**config.mk**
```make
export PLATFORM = sky130hd
export DESIGN_NAME = segint_decide
export DESIGN_NICKNAME = d
export VERILOG_FILES = /design/src/hdl/segint_pkg.sv /design/src/hdl/segint_decide.sv
export SDC_FILE = /design/constraint.sdc
export NUM_CORES = 1
export LEC_CHECK = 0
export ABC_CLOCK_PERIOD_IN_PS = 5250
export BUFFER_PORTS_ARGS = -buffer_cell sky130_fd_sc_hd__buf_4
export CAP_MARGIN = 0
export CORE_ASPECT_RATIO = 1.75
export CORE_MARGIN = 5
export CORE_UTILIZATION = 50
export CTS_BUF_LIST = sky130_fd_sc_hd__clkbuf_8
export DETAILED_ROUTE_END_ITERATION = 8
export PLACE_DENSITY_LB_ADDON = 0.05
export SYNTH_ARGS = -nofsm -noshare
export SYNTH_HDL_FRONTEND = slang
export SYNTH_SLANG_ARGS = --single-unit
```
**constraint.sdc**
```tcl
create_clock -name clock -period 5.25 [get_ports clock]
set_input_delay 0 -clock clock [delete_from_list [all_inputs] [get_ports clock]]
set_output_delay 0 -clock clock [all_outputs]
set_load 0.02 [all_outputs]
```
**src/hdl/segint_pkg.sv**
```systemverilog
// Types and constants of the segment intersection test pipeline.
package segint_pkg;

   localparam int COORD_WIDTH      = 16;
   localparam int DELTA_WIDTH      = COORD_WIDTH + 1;
   localparam int CROSS_PROD_WIDTH = 2 * DELTA_WIDTH;
   localparam int CROSS_WIDTH      = CROSS_PROD_WIDTH + 1;
   localparam int DOT_PROD_WIDTH   = COORD_WIDTH + DELTA_WIDTH;
   localparam int DOT_WIDTH        = DOT_PROD_WIDTH + 1;

   localparam logic [1:0] REL_CROSSING  = 2'd0;
   localparam logic [1:0] REL_PARALLEL  = 2'd1;
   localparam logic [1:0] REL_COLLINEAR = 2'd2;

   typedef logic signed [COORD_WIDTH-1:0]      coord_type;
   typedef logic signed [DELTA_WIDTH-1:0]      delta_type;
   typedef logic signed [CROSS_PROD_WIDTH-1:0] cross_prod_type;
   typedef logic signed [CROSS_WIDTH-1:0]      cross_type;
   typedef logic signed [DOT_PROD_WIDTH-1:0]   dot_prod_type;
   typedef logic signed [DOT_WIDTH-1:0]        dot_type;

   typedef struct packed {
      coord_type a_start_x;
      coord_type a_start_y;
      coord_type a_end_x;
      coord_type a_end_y;
      coord_type b_start_x;
      coord_type b_start_y;
      coord_type b_end_x;
      coord_type b_end_y;
   } req_type;

   typedef struct packed {
      logic       hit;
      logic [1:0] relation;
   } rsp_type;

   // First stage: direction and offset vectors next to the endpoints.
   typedef struct packed {
      req_type   pts;
      delta_type dx;
      delta_type dy;
      delta_type ex;
      delta_type ey;
      delta_type px;
      delta_type py;
   } diff_type;

   // Second stage: every partial product of the cross and dot products.
   typedef struct packed {
      cross_prod_type den_p;
      cross_prod_type den_q;
      cross_prod_type nl_p;
      cross_prod_type nl_q;
      cross_prod_type nm_p;
      cross_prod_type nm_q;
      dot_prod_type   s0_x;
      dot_prod_type   s0_y;
      dot_prod_type   s1_x;
      dot_prod_type   s1_y;
      dot_prod_type   t0_x;
      dot_prod_type   t0_y;
      dot_prod_type   t1_x;
      dot_prod_type   t1_y;
      logic           a_point;
      logic           b_point;
      logic           p_zero;
   } prod_type;

   // Third stage: finished cross products and projections.
   typedef struct packed {
      cross_type den;
      cross_type nl;
      cross_type nm;
      dot_type   s0;
      dot_type   s1;
      dot_type   t0;
      dot_type   t1;
      logic      a_point;
      logic      b_point;
      logic      p_zero;
   } sum_type;

endpackage

```
**src/hdl/segint_decide.sv**
```systemverilog
// Stage four: sign and range tests that yield the hit flag and the relation.
module segint_decide (
   input  logic                clock,
   input  logic                en,
   input  segint_pkg::sum_type sum,
   output segint_pkg::rsp_type rsp_data
);

   segint_pkg::rsp_type rsp_in;
   segint_pkg::rsp_type rsp_ff;
   logic                den_zero;
   logic                den_pos;
   logic                nl_ok;
   logic                nm_ok;
   logic                collinear;
   logic                a_reaches_b;
   logic                b_reaches_a;

   assign den_zero = (sum.den == '0);
   assign den_pos  = !den_zero && !sum.den[segint_pkg::CROSS_WIDTH-1];

   // The ratio num/den lies in [0,1] when num sits between zero and den.
   assign nl_ok = den_pos ? (sum.nl >= 0) && (sum.nl <= sum.den)
                          : (sum.nl <= 0) && (sum.nl >= sum.den);
   assign nm_ok = den_pos ? (sum.nm >= 0) && (sum.nm <= sum.den)
                          : (sum.nm <= 0) && (sum.nm >= sum.den);

   // The offset crossed with the direction in use must vanish on a shared line.
   assign collinear = (sum.a_point && sum.b_point) ? sum.p_zero :
                      sum.a_point                  ? (sum.nl == '0) :
                                                     (sum.nm == '0);

   // Max of one interval reaches min of the other iff some endpoint pair does.
   assign a_reaches_b = (sum.s0 >= sum.t0) || (sum.s0 >= sum.t1)
                        || (sum.s1 >= sum.t0) || (sum.s1 >= sum.t1);
   assign b_reaches_a = (sum.t0 >= sum.s0) || (sum.t0 >= sum.s1)
                        || (sum.t1 >= sum.s0) || (sum.t1 >= sum.s1);

   always_comb begin
      rsp_in = rsp_ff;
      if (!den_zero) begin
         rsp_in.relation = segint_pkg::REL_CROSSING;
         rsp_in.hit      = nl_ok && nm_ok;
      end else if (!collinear) begin
         rsp_in.relation = segint_pkg::REL_PARALLEL;
         rsp_in.hit      = 1'b0;
      end else begin
         rsp_in.relation = segint_pkg::REL_COLLINEAR;
         rsp_in.hit      = a_reaches_b && b_reaches_a;
      end
   end

   always_ff @(posedge clock) begin
      if (en) begin
         rsp_ff <= rsp_in;
      end
   end

   assign rsp_data = rsp_ff;

endmodule

```
==> impl_metrics.env, run 1 <==
export IMPL_viasPerCell=6.05
export IMPL_hold_ws_ns=0.0109
export IMPL_worst_slew_pin_slew_ns=0.765
export IMPL_initial_core_util_pct=50.8
export IMPL_fp_row_count=50
export IMPL_finalSetupViolations=0
export IMPL_grt_remaining_overflow=0
export IMPL_crit_family="compound AO/OA/AOI/OAI gates"
export IMPL_dieArea_um2=13100
export IMPL_die_y_um=147
export IMPL_placed_cell_area_um2=7420
export IMPL_synth_compound_area_share_pct=21.0
export IMPL_outcome="finished clean"
export IMPL_dp_hpwl_um=19600
export IMPL_final_core_util_pct=70.2
export IMPL_ys_async_sr_fraction_pct=0
export IMPL_hold_viol=0
export IMPL_cts_buffers=3
export IMPL_first_global_vias=7199
export IMPL_cts_sinks=3
export IMPL_met1_length_um=6380
export IMPL_syn_area_per_cell_um2=7.61
export IMPL_clkTransAtPathRegs_ns=0.03
export IMPL_slowest_stage="a2111oi_0"
export IMPL_cts_tree="done"
export IMPL_drive_above_1_share_pct=27.5
export IMPL_ys_flop_type="edfxtp_1"
export IMPL_ys_types=55
export IMPL_syn_inst=709
export IMPL_synthAdderAreaFrac_pct=47.8
export IMPL_synthToLayoutAreaGrowth_pct=38.3
export IMPL_cp_end_kind="register"
export IMPL_cts_max_level=1
export IMPL_rsz0062_at_grt="no"
export IMPL_maxUsedRoutingLayer="met4"
export IMPL_min_from="en"
export IMPL_criticalPathCategory="primary input to register"
export IMPL_yosysWarningCount=0
export IMPL_wl_met2_um=11700
export IMPL_cp_buffers_inverters=2
export IMPL_antenna_cells=0
export IMPL_met3WireLength_um=1330
export IMPL_place_congestion=0.960
export IMPL_synth_seq_cells=3
export IMPL_hp_class="primary input to register"
export IMPL_synth_top_family_by_area="adder cells"
export IMPL_final_setup_tns_ns=0
export IMPL_ys_seq_area_share_pct=1.67
export IMPL_critPathArrivalTime_ns=2.23
export IMPL_path_cells="buf_4 -> inv_1 -> ha_1 -> a21o_1 -> nand3_1 -> a21oi_1 -> a2111oi_0 -> o21ai_1 -> mux2i_1 -> nor4_1 -> o31ai_1"
export IMPL_synth_simple_gate_area_share_pct=20.8
export IMPL_syn_nets=1161
export IMPL_largest_register_ffs=3
export IMPL_grt_max_degree=7
export IMPL_ios=249
export IMPL_cts_resized=0
export IMPL_wirelength_um=21000
export IMPL_max_slew_margin_pct=48.5
export IMPL_antenna_found_initial=0
export IMPL_cts_root_buf="clkbuf_8"
export IMPL_ant_nets=0
export IMPL_crit_fanout=2
export IMPL_p_leak_uw=0.00413
export IMPL_syn_area_um2=5400
export IMPL_nNetsFinal=1414
export IMPL_max_cap_violations=0
export IMPL_vias=6604
export IMPL_stdcell_count=1091
export IMPL_slowest_delay_ns=0.65
export IMPL_drt_pass1_iter_count=5
export IMPL_cts_max_path_buffers=2
export IMPL_postCtsSetupRepairBufs=0
export IMPL_final_max_slew_viol_count=0
export IMPL_port_buffers=248
export IMPL_grt_pass1_wl_um=32000
export IMPL_wl_per_cell_um=19.3
export IMPL_core_area_um2=10600
export IMPL_startpoint_type="primary input"
export IMPL_post_route_period_util_pct=43.4
export IMPL_cts_hold_buffers=0
export IMPL_worstSetupStartpoint="sum[108]"
export IMPL_dp_cells=1087
export IMPL_grt_total_usage_pct=30.8
export IMPL_hold_end="rsp_data[2]"
export IMPL_drc=0
export IMPL_design_area_um2=7470
export IMPL_min_period_ns=2.28
export IMPL_synth_mux_area_share_pct=0.765
export IMPL_ir_drop_mv=0.0687
export IMPL_drt_iter0_drc=225
export IMPL_synthXorXnorAreaFrac_pct=0
export IMPL_synth_edf_count=3
export IMPL_worstPathRequired_ns=5.20
export IMPL_worst_hold_path_num_cells=1
export IMPL_die_w_um=88.5
export IMPL_fmax_ghz=0.439
export IMPL_power_density_nw_per_um2=90.2
==> power breakdown <==
group	internal [uW]	total, uW	switching (uW)
sequential	28.1	28.7	0.608
clock	49.8	65.1	15.3
combinational	288	580	292
total	366	673	308
==> per-layer routing <==
metal | vias to the layer above | GRT usage [%]
li1 | 3208 | -
met1 | 3031 | 25.9
met2 | 276 | 62.1
met3 | 89 | 4.57
met4 | 0 | 19.5
met5 | - | 0
==> cells in the final DEF, fill, tap and decap left out, types with 10 or more instances in the layout <==
| cell type | count |
|---|---|
| buf_4 | 248 |
| nand3_1 | 23 |
| inv_1 | 116 |
| nor2_1 | 20 |
| o21ai_0 | 18 |
| nor4_1 | 32 |
| ha_1 | 206 |
| nand2_1 | 39 |
| nor3_1 | 19 |
| o21ai_1 | 11 |
| a21oi_1 | 77 |
| a21o_1 | 19 |
| a211oi_1 | 12 |
| and4_1 | 10 |
| nand4_1 | 40 |
==> cell usage after synthesis, drive strengths merged, types with 2 or more instances <==
cell       n  area [um^2]
nor3      20          105
nand2     39          146
a21oi     77          385
and3       2         12.5
nor4      32          200
a21boi     4         33.8
a31oi      4         25.0
o311ai     2         25.0
o21ai     29          145
o41ai      2         17.5
a211o      5         45.0
nor2b      3         21.3
nand3     23          115
a221oi     2         23.8
and4      10         87.6
nand4     42          275
nor2      20         75.1
a21o      20          151
nand2b     3         18.8
a221o      3         30.0
o31ai      4         30.0
ha       206         2580
mux2i      3         30.0
o211ai     5         42.5
edfxtp     3         90.1
a2111oi    2         23.8
a211oi    13          103
nand3b     2         15.0
inv      116          435
==> per-stage QoR <==
stage	power, uW	setup WS (ns)
final	673	2.97
after global routing	742	2.84
after CTS	670	3.01
after detailed placement	601	2.80
after global placement	574	2.85
after floorplan	324	3.27
==> final cells by class <==
| type | count | area (um^2) |
|---|---|---|
| Tap cell | 130 | 163 |
| Inverter | 116 | 435 |
| Sequential cell | 3 | 90.1 |
| Clock inverter | 1 | 3.75 |
| Multi-Input combinational cell | 590 | 4870 |
| Clock buffer | 3 | 41.3 |
| Timing Repair Buffer | 248 | 1860 |
| Fill cell | 916 | 3170 |
==> worst max-delay path by stage <==
stage | endpoint | slack [ns] | depth (start not counted)
final | rsp_data[2] | 2.97 | 11
after global routing | rsp_data[2] | 2.84 | 11
after CTS | rsp_data[2] | 3.01 | 11
after detailed placement | rsp_data[2] | 2.80 | 11
after global placement | rsp_data[2] | 2.85 | 11
after floorplan | rsp_data[2] | 3.27 | 10
==> kinds of logic after synthesis <==
group,Yosys count
compound gates,178
mux,4
fa+ha+maj,206
simple gates,202
buf+inv,116
flops,3
No activity file was read; power rests on OpenSTA's default activity.
==> run 2, diff against run 1 <==
Settings changed: ABC_CLOCK_PERIOD_IN_PS 5250 to 2100.
Clock period 5.25 ns to 2.1 ns, I/O delays scaled along.
==> run 2 against run 1 <==
- non-clock buffer count up 80
- routed wire length up 5.4%
- clock power rose to 2.6 times the previous value
- total power rose to 2.8 times the previous value
- sequential cell count unchanged
- clock-buffer cell count unchanged
- largest cell class unchanged
==> impl_metrics.env, run 2 (synthesis gave the netlist of run 1 again) <==
export IMPL_cts_tree="done"
export IMPL_fmax_ghz=0.480
export IMPL_power_density_nw_per_um2=228
export IMPL_post_place_ws_ns=-0.339
export IMPL_stdcell_count=1172
export IMPL_drt_iter0_drc=227
export IMPL_cts_buffers=3
export IMPL_cts_root_buf="clkbuf_8"
export IMPL_power_frac_seq_pct=3.8
export IMPL_max_cap_violations=0
export IMPL_grt_total_usage_pct=31.8
export IMPL_p_leak_uw=0.00454
export IMPL_worstSetupStartpoint="sum[242]"
export IMPL_p_sw_share_pct=44.6
export IMPL_most_common_layout_cells="buf_4, ha_1, inv_1"
export IMPL_initial_core_util_pct=50.8
export IMPL_dp_cells=1163
export IMPL_cts_max_path_buffers=2
export IMPL_crit_fanout=2
export IMPL_vias=7083
export IMPL_outcome="finished clean"
export IMPL_max_slew_margin_pct=64.8
export IMPL_place_congestion=1.00
export IMPL_intPower_uw=1040
export IMPL_critPathArrivalTime_ns=2.04
export IMPL_slowest_stage="mux2_4"
export IMPL_drc=0
export IMPL_final_common_cell="buf_4"
export IMPL_worst_slew_pin_slew_ns=0.523
export IMPL_fp_row_count=50
export IMPL_hp_class="primary input to register"
export IMPL_placed_cell_area_um2=7990
export IMPL_finalSetupViolations=0
export IMPL_die_y_um=147
export IMPL_path_cells="buf_4 -> inv_4 -> ha_4 -> buf_4 -> a21oi_2 -> a21boi_1 -> a211oi_2 -> nand2_1 -> mux2_4 -> and3_1 -> a221oi_2 -> o31ai_1"
export IMPL_antenna_found_initial=1
export IMPL_fillers=852
export IMPL_viasPerCell=6.04
export IMPL_clock_power_share_pct=8.9
export IMPL_grt_pass1_wl_um=32900
export IMPL_cts_max_level=1
export IMPL_drive_above_1_share_pct=35.6
export IMPL_slowest_delay_ns=0.32
export IMPL_die_w_um=88.5
export IMPL_combPwrFrac_pct=87.2
export IMPL_ant_nets=0
export IMPL_power_switching_uw=839
export IMPL_final_core_util_pct=77.5
export IMPL_ir_drop_mv=0.144
export IMPL_cp_end_kind="register"
export IMPL_cp_buffers_inverters=3
export IMPL_dieArea_um2=13100
export IMPL_clkTransAtPathRegs_ns=0.03
export IMPL_startpoint_type="primary input"
export IMPL_wirelength_um=22200
export IMPL_core_area_um2=10600
export IMPL_dp_hpwl_um=20100
export IMPL_synthToLayoutAreaGrowth_pct=52.6
export IMPL_largest_register_ffs=3
export IMPL_drt_pass1_iter_count=5
export IMPL_layout_setup_ws_ns=0.0176
export IMPL_path_common_cell="buf_4"
export IMPL_worstSetupEndpoint="rsp_data[2]"
export IMPL_criticalPathCategory="primary input to register"
export IMPL_nNetsFinal=1494
export IMPL_wl_per_cell_um=18.9
export IMPL_post_route_period_util_pct=99.2
export IMPL_worstPathRequired_ns=2.06
export IMPL_hold_viol=0
export IMPL_final_setup_tns_ns=0
export IMPL_cts_sinks=3
export IMPL_first_global_vias=7675
export IMPL_grt_max_degree=6
export IMPL_ios=249
export IMPL_port_buffers=248
export IMPL_cts_hold_buffers=0
export IMPL_cp_depth=12
export IMPL_design_area_um2=8240
export IMPL_crit_family="compound AO/OA/AOI/OAI gates"
export IMPL_grt_remaining_overflow=0
export IMPL_min_period_ns=2.08
export IMPL_final_max_slew_viol_count=0
[run 2: final cells by class]
| cell class | count | area (um^2) | share of cell area (%) |
|---|---|---|---|
| Sequential cell | 3 | 90.1 | 1.09 |
| Antenna cell | 1 | 2.50 | 0.0304 |
| Clock buffer | 3 | 41.3 | 0.501 |
| Timing Repair Buffer | 328 | 2460 | 29.9 |
| Multi-Input combinational cell | 590 | 5040 | 61.2 |
| Clock inverter | 1 | 3.75 | 0.0456 |
| Tap cell | 130 | 163 | 1.97 |
| Inverter | 116 | 438 | 5.32 |
[run 2: worst min path at each step]
stage / to / slack, ns / depth (start not counted) / from
2_1_floorplan: rsp_data[0] / 0.11 / 0 / en
3_3_place_gp: rsp_data[2] / 0.22 / 1 / en
3_5_place_dp: rsp_data[2] / 0.23 / 1 / en
4_1_cts: rsp_data[0] / 0.002 / 1 / en
5_1_grt: rsp_data[0] / 0.008 / 1 / en
6_report: rsp_data[0] / 0.006 / 1 / en
[run 2: timing repair]
item | CTS | global route
buffers inserted | 0 | 4
endpoints found under the setup margin | 1 | 1
gates resized for setup | 6 | 25
pin swaps | 1 | 9
[run 2: through the flow]
step	hold WS, ns	power [uW]
final	0.00602	1880
after global routing	0.00813	2050
after CTS	0.00167	1810
after detailed placement	0.227	1620
after global placement	0.221	1550
after floorplan	0.112	811
[run 2: metal layers]
layer	track usage [%]	vias up	share of wire, %
li1	-	3376	-
met1	26.6	3226	31
met2	62.3	345	54
met3	3.63	136	5.3
met4	26.1	0	9.8
met5	0	-	0
[run 2: power groups by stage]
stage | clock [uW] | sequential, uW | combinational, uW
finish | 168 | 72.4 | 1640
global route | 169 | 72.6 | 1810
CTS | 169 | 72.3 | 1570
detailed placement | 0 | 73.1 | 1550
global placement | 0 | 72.6 | 1470
floorplan | 0 | 77.1 | 734
==> run 3, diff against run 2 <==
Settings changed: BUFFER_PORTS_ARGS -buffer_cell sky130_fd_sc_hd__buf_4 to -buffer_cell sky130_fd_sc_hd__buf_2, TNS_END_PERCENT from default to 50.
==> run 3 against run 2 <==
- non-clock buffer count grew 18
- critical path depth is the same
- clock power is essentially flat
- maximum frequency grew 0.50%
- critical path type unchanged
- sequential share of layout area is essentially flat
- total power shrank 1.4%
- global-route usage shrank 1.3 points
- worst hold slack gained 0.014 ns
- largest power group unchanged
- utilization shrank 2.0 points
- largest cell class unchanged
- routed wire length shrank 2.4%
- sequential power shrank 1%
- die area is the same
==> impl_metrics.env, run 3 (synthesis gave the netlist of run 1 again) <==
export IMPL_p_leak_uw=0.00441
export IMPL_cts_hold_buffers=0
export IMPL_worst_slew_pin_slew_ns=0.545
export IMPL_power_density_nw_per_um2=231
export IMPL_core_area_um2=10600
export IMPL_clkTransAtPathRegs_ns=0.03
export IMPL_die_y_um=147
export IMPL_max_slew_margin_pct=63.3
export IMPL_vias=6989
export IMPL_dieArea_um2=13100
export IMPL_drt_pass1_iter_count=4
export IMPL_slowest_delay_ns=0.30
export IMPL_drive_above_1_share_pct=41.0
export IMPL_cts_tree="done"
export IMPL_cts_root_buf="clkbuf_8"
export IMPL_grt_total_usage_pct=30.5
export IMPL_worst_hold_path_num_cells=1
export IMPL_slowest_stage="a221oi_2"
export IMPL_drt_iter0_drc=210
export IMPL_cts_buffers=3
export IMPL_synthToLayoutAreaGrowth_pct=48.7
export IMPL_worstPathRequired_ns=2.06
export IMPL_nNetsFinal=1512
export IMPL_cp_end_kind="register"
export IMPL_first_global_vias=7354
export IMPL_fillers=857
export IMPL_largest_register_ffs=3
export IMPL_initial_core_util_pct=50.8
export IMPL_cp_buffers_inverters=3
export IMPL_finalSetupViolations=0
export IMPL_hold_viol=0
export IMPL_path_common_cell="a221oi_2"
export IMPL_min_period_ns=2.07
export IMPL_startpoint_type="primary input"
export IMPL_grt_pass1_wl_um=31600
export IMPL_viasPerCell=5.88
export IMPL_grt_max_degree=6
export IMPL_crit_fanout=4
export IMPL_final_max_slew_viol_count=0
export IMPL_place_congestion=0.937
export IMPL_die_w_um=88.5
export IMPL_crit_family="compound AO/OA/AOI/OAI gates"
export IMPL_wirelength_um=21600
export IMPL_hp_class="primary input to register"
export IMPL_most_common_layout_cells="buf_2, ha_1, inv_1"
export IMPL_antenna_found_initial=0
export IMPL_hold_ws_ns=0.0204
export IMPL_ir_drop_mv=0.151
export IMPL_critPathArrivalTime_ns=2.04
export IMPL_wl_per_cell_um=18.2
export IMPL_antenna_cells=0
export IMPL_path_cells="buf_2 -> inv_1 -> ha_4 -> a21oi_1 -> nand2_1 -> a221oi_2 -> buf_4 -> o221a_4 -> and3_4 -> o21ai_1 -> a221oi_2 -> o31ai_1"
export IMPL_cts_sinks=3
export IMPL_post_route_period_util_pct=98.7
export IMPL_outcome="finished clean"
export IMPL_final_setup_tns_ns=0
export IMPL_grt_remaining_overflow=0
export IMPL_cts_max_path_buffers=2
export IMPL_criticalPathCategory="primary input to register"
export IMPL_hold_end="rsp_data[2]"
export IMPL_multi_input_area_um2=5320
export IMPL_final_common_cell="buf_2"
export IMPL_ant_nets=0
export IMPL_drc=0
export IMPL_min_from="en"
export IMPL_port_buffers=248
export IMPL_dp_hpwl_um=19400
export IMPL_fmax_ghz=0.483
export IMPL_max_cap_violations=0
export IMPL_register_area_um2=90.1
export IMPL_ios=249
export IMPL_cp_depth=12
export IMPL_cts_max_level=1
export IMPL_fp_row_count=50
==> run 3: through the flow <==
step | util (%) | area (um^2) | std cells | power [uW] | setup WS (ns)
after floorplan | - | 5400 | 709 | 811 | 0.116
after global placement | 70.7 | 7510 | 1182 | 1440 | -0.414
after detailed placement | 70.7 | 7510 | 1182 | 1520 | -0.429
after CTS | 71.4 | 7600 | 1186 | 1710 | 0.0343
after global routing | 75.5 | 8030 | 1189 | 2040 | -0.0847
final | 75.5 | 8030 | 1189 | 1850 | 0.0279
==> run 3: power breakdown <==
part / total [uW] / internal (uW) / switching [uW]
clock: 171 / 125 / 46.3
combinational: 1610 / 783 / 827
sequential: 71.5 / 70.3 / 1.26
==> run 3: worst max path at each step <==
stage	startpoint	slack, ns	endpoint
6_report	sum[234]	0.03	rsp_data[2]
5_1_grt	sum[234]	-0.08	rsp_data[2]
4_1_cts	sum[229]	0.03	rsp_data[2]
3_5_place_dp	sum[108]	-0.43	rsp_data[2]
3_3_place_gp	sum[108]	-0.41	rsp_data[2]
2_1_floorplan	sum[243]	0.12	rsp_data[2]
==> run 3: final cells by class <==
class / instances / area share [%]
Multi-Input combinational cell: 590 / 66.2
Clock inverter: 1 / 0.0468
Inverter: 116 / 5.45
Sequential cell: 3 / 1.12
Timing Repair Buffer: 346 / 24.6
Clock buffer: 3 / 0.514
Tap cell: 130 / 2.03
==> run 3: routing by layer <==
| metal | global-route usage (%) | wire length (um) | vias to the layer above |
|---|---|---|---|
| met5 | 0 | 0 | - |
| met2 | 62.2 | 12100 | 297 |
| met4 | 19.4 | 1600 | 0 |
| met1 | 26.2 | 6800 | 3181 |
| met3 | 2.90 | 1140 | 100 |
| li1 | - | - | 3411 |
==> run 3: repair_timing <==
item                                    4_1_cts  5_1_grt
gates cloned                                  0        0
resized for setup                             6       72
endpoints found under the setup margin        1        1
setup buffers                                 0        4
pin swaps                                     2       37
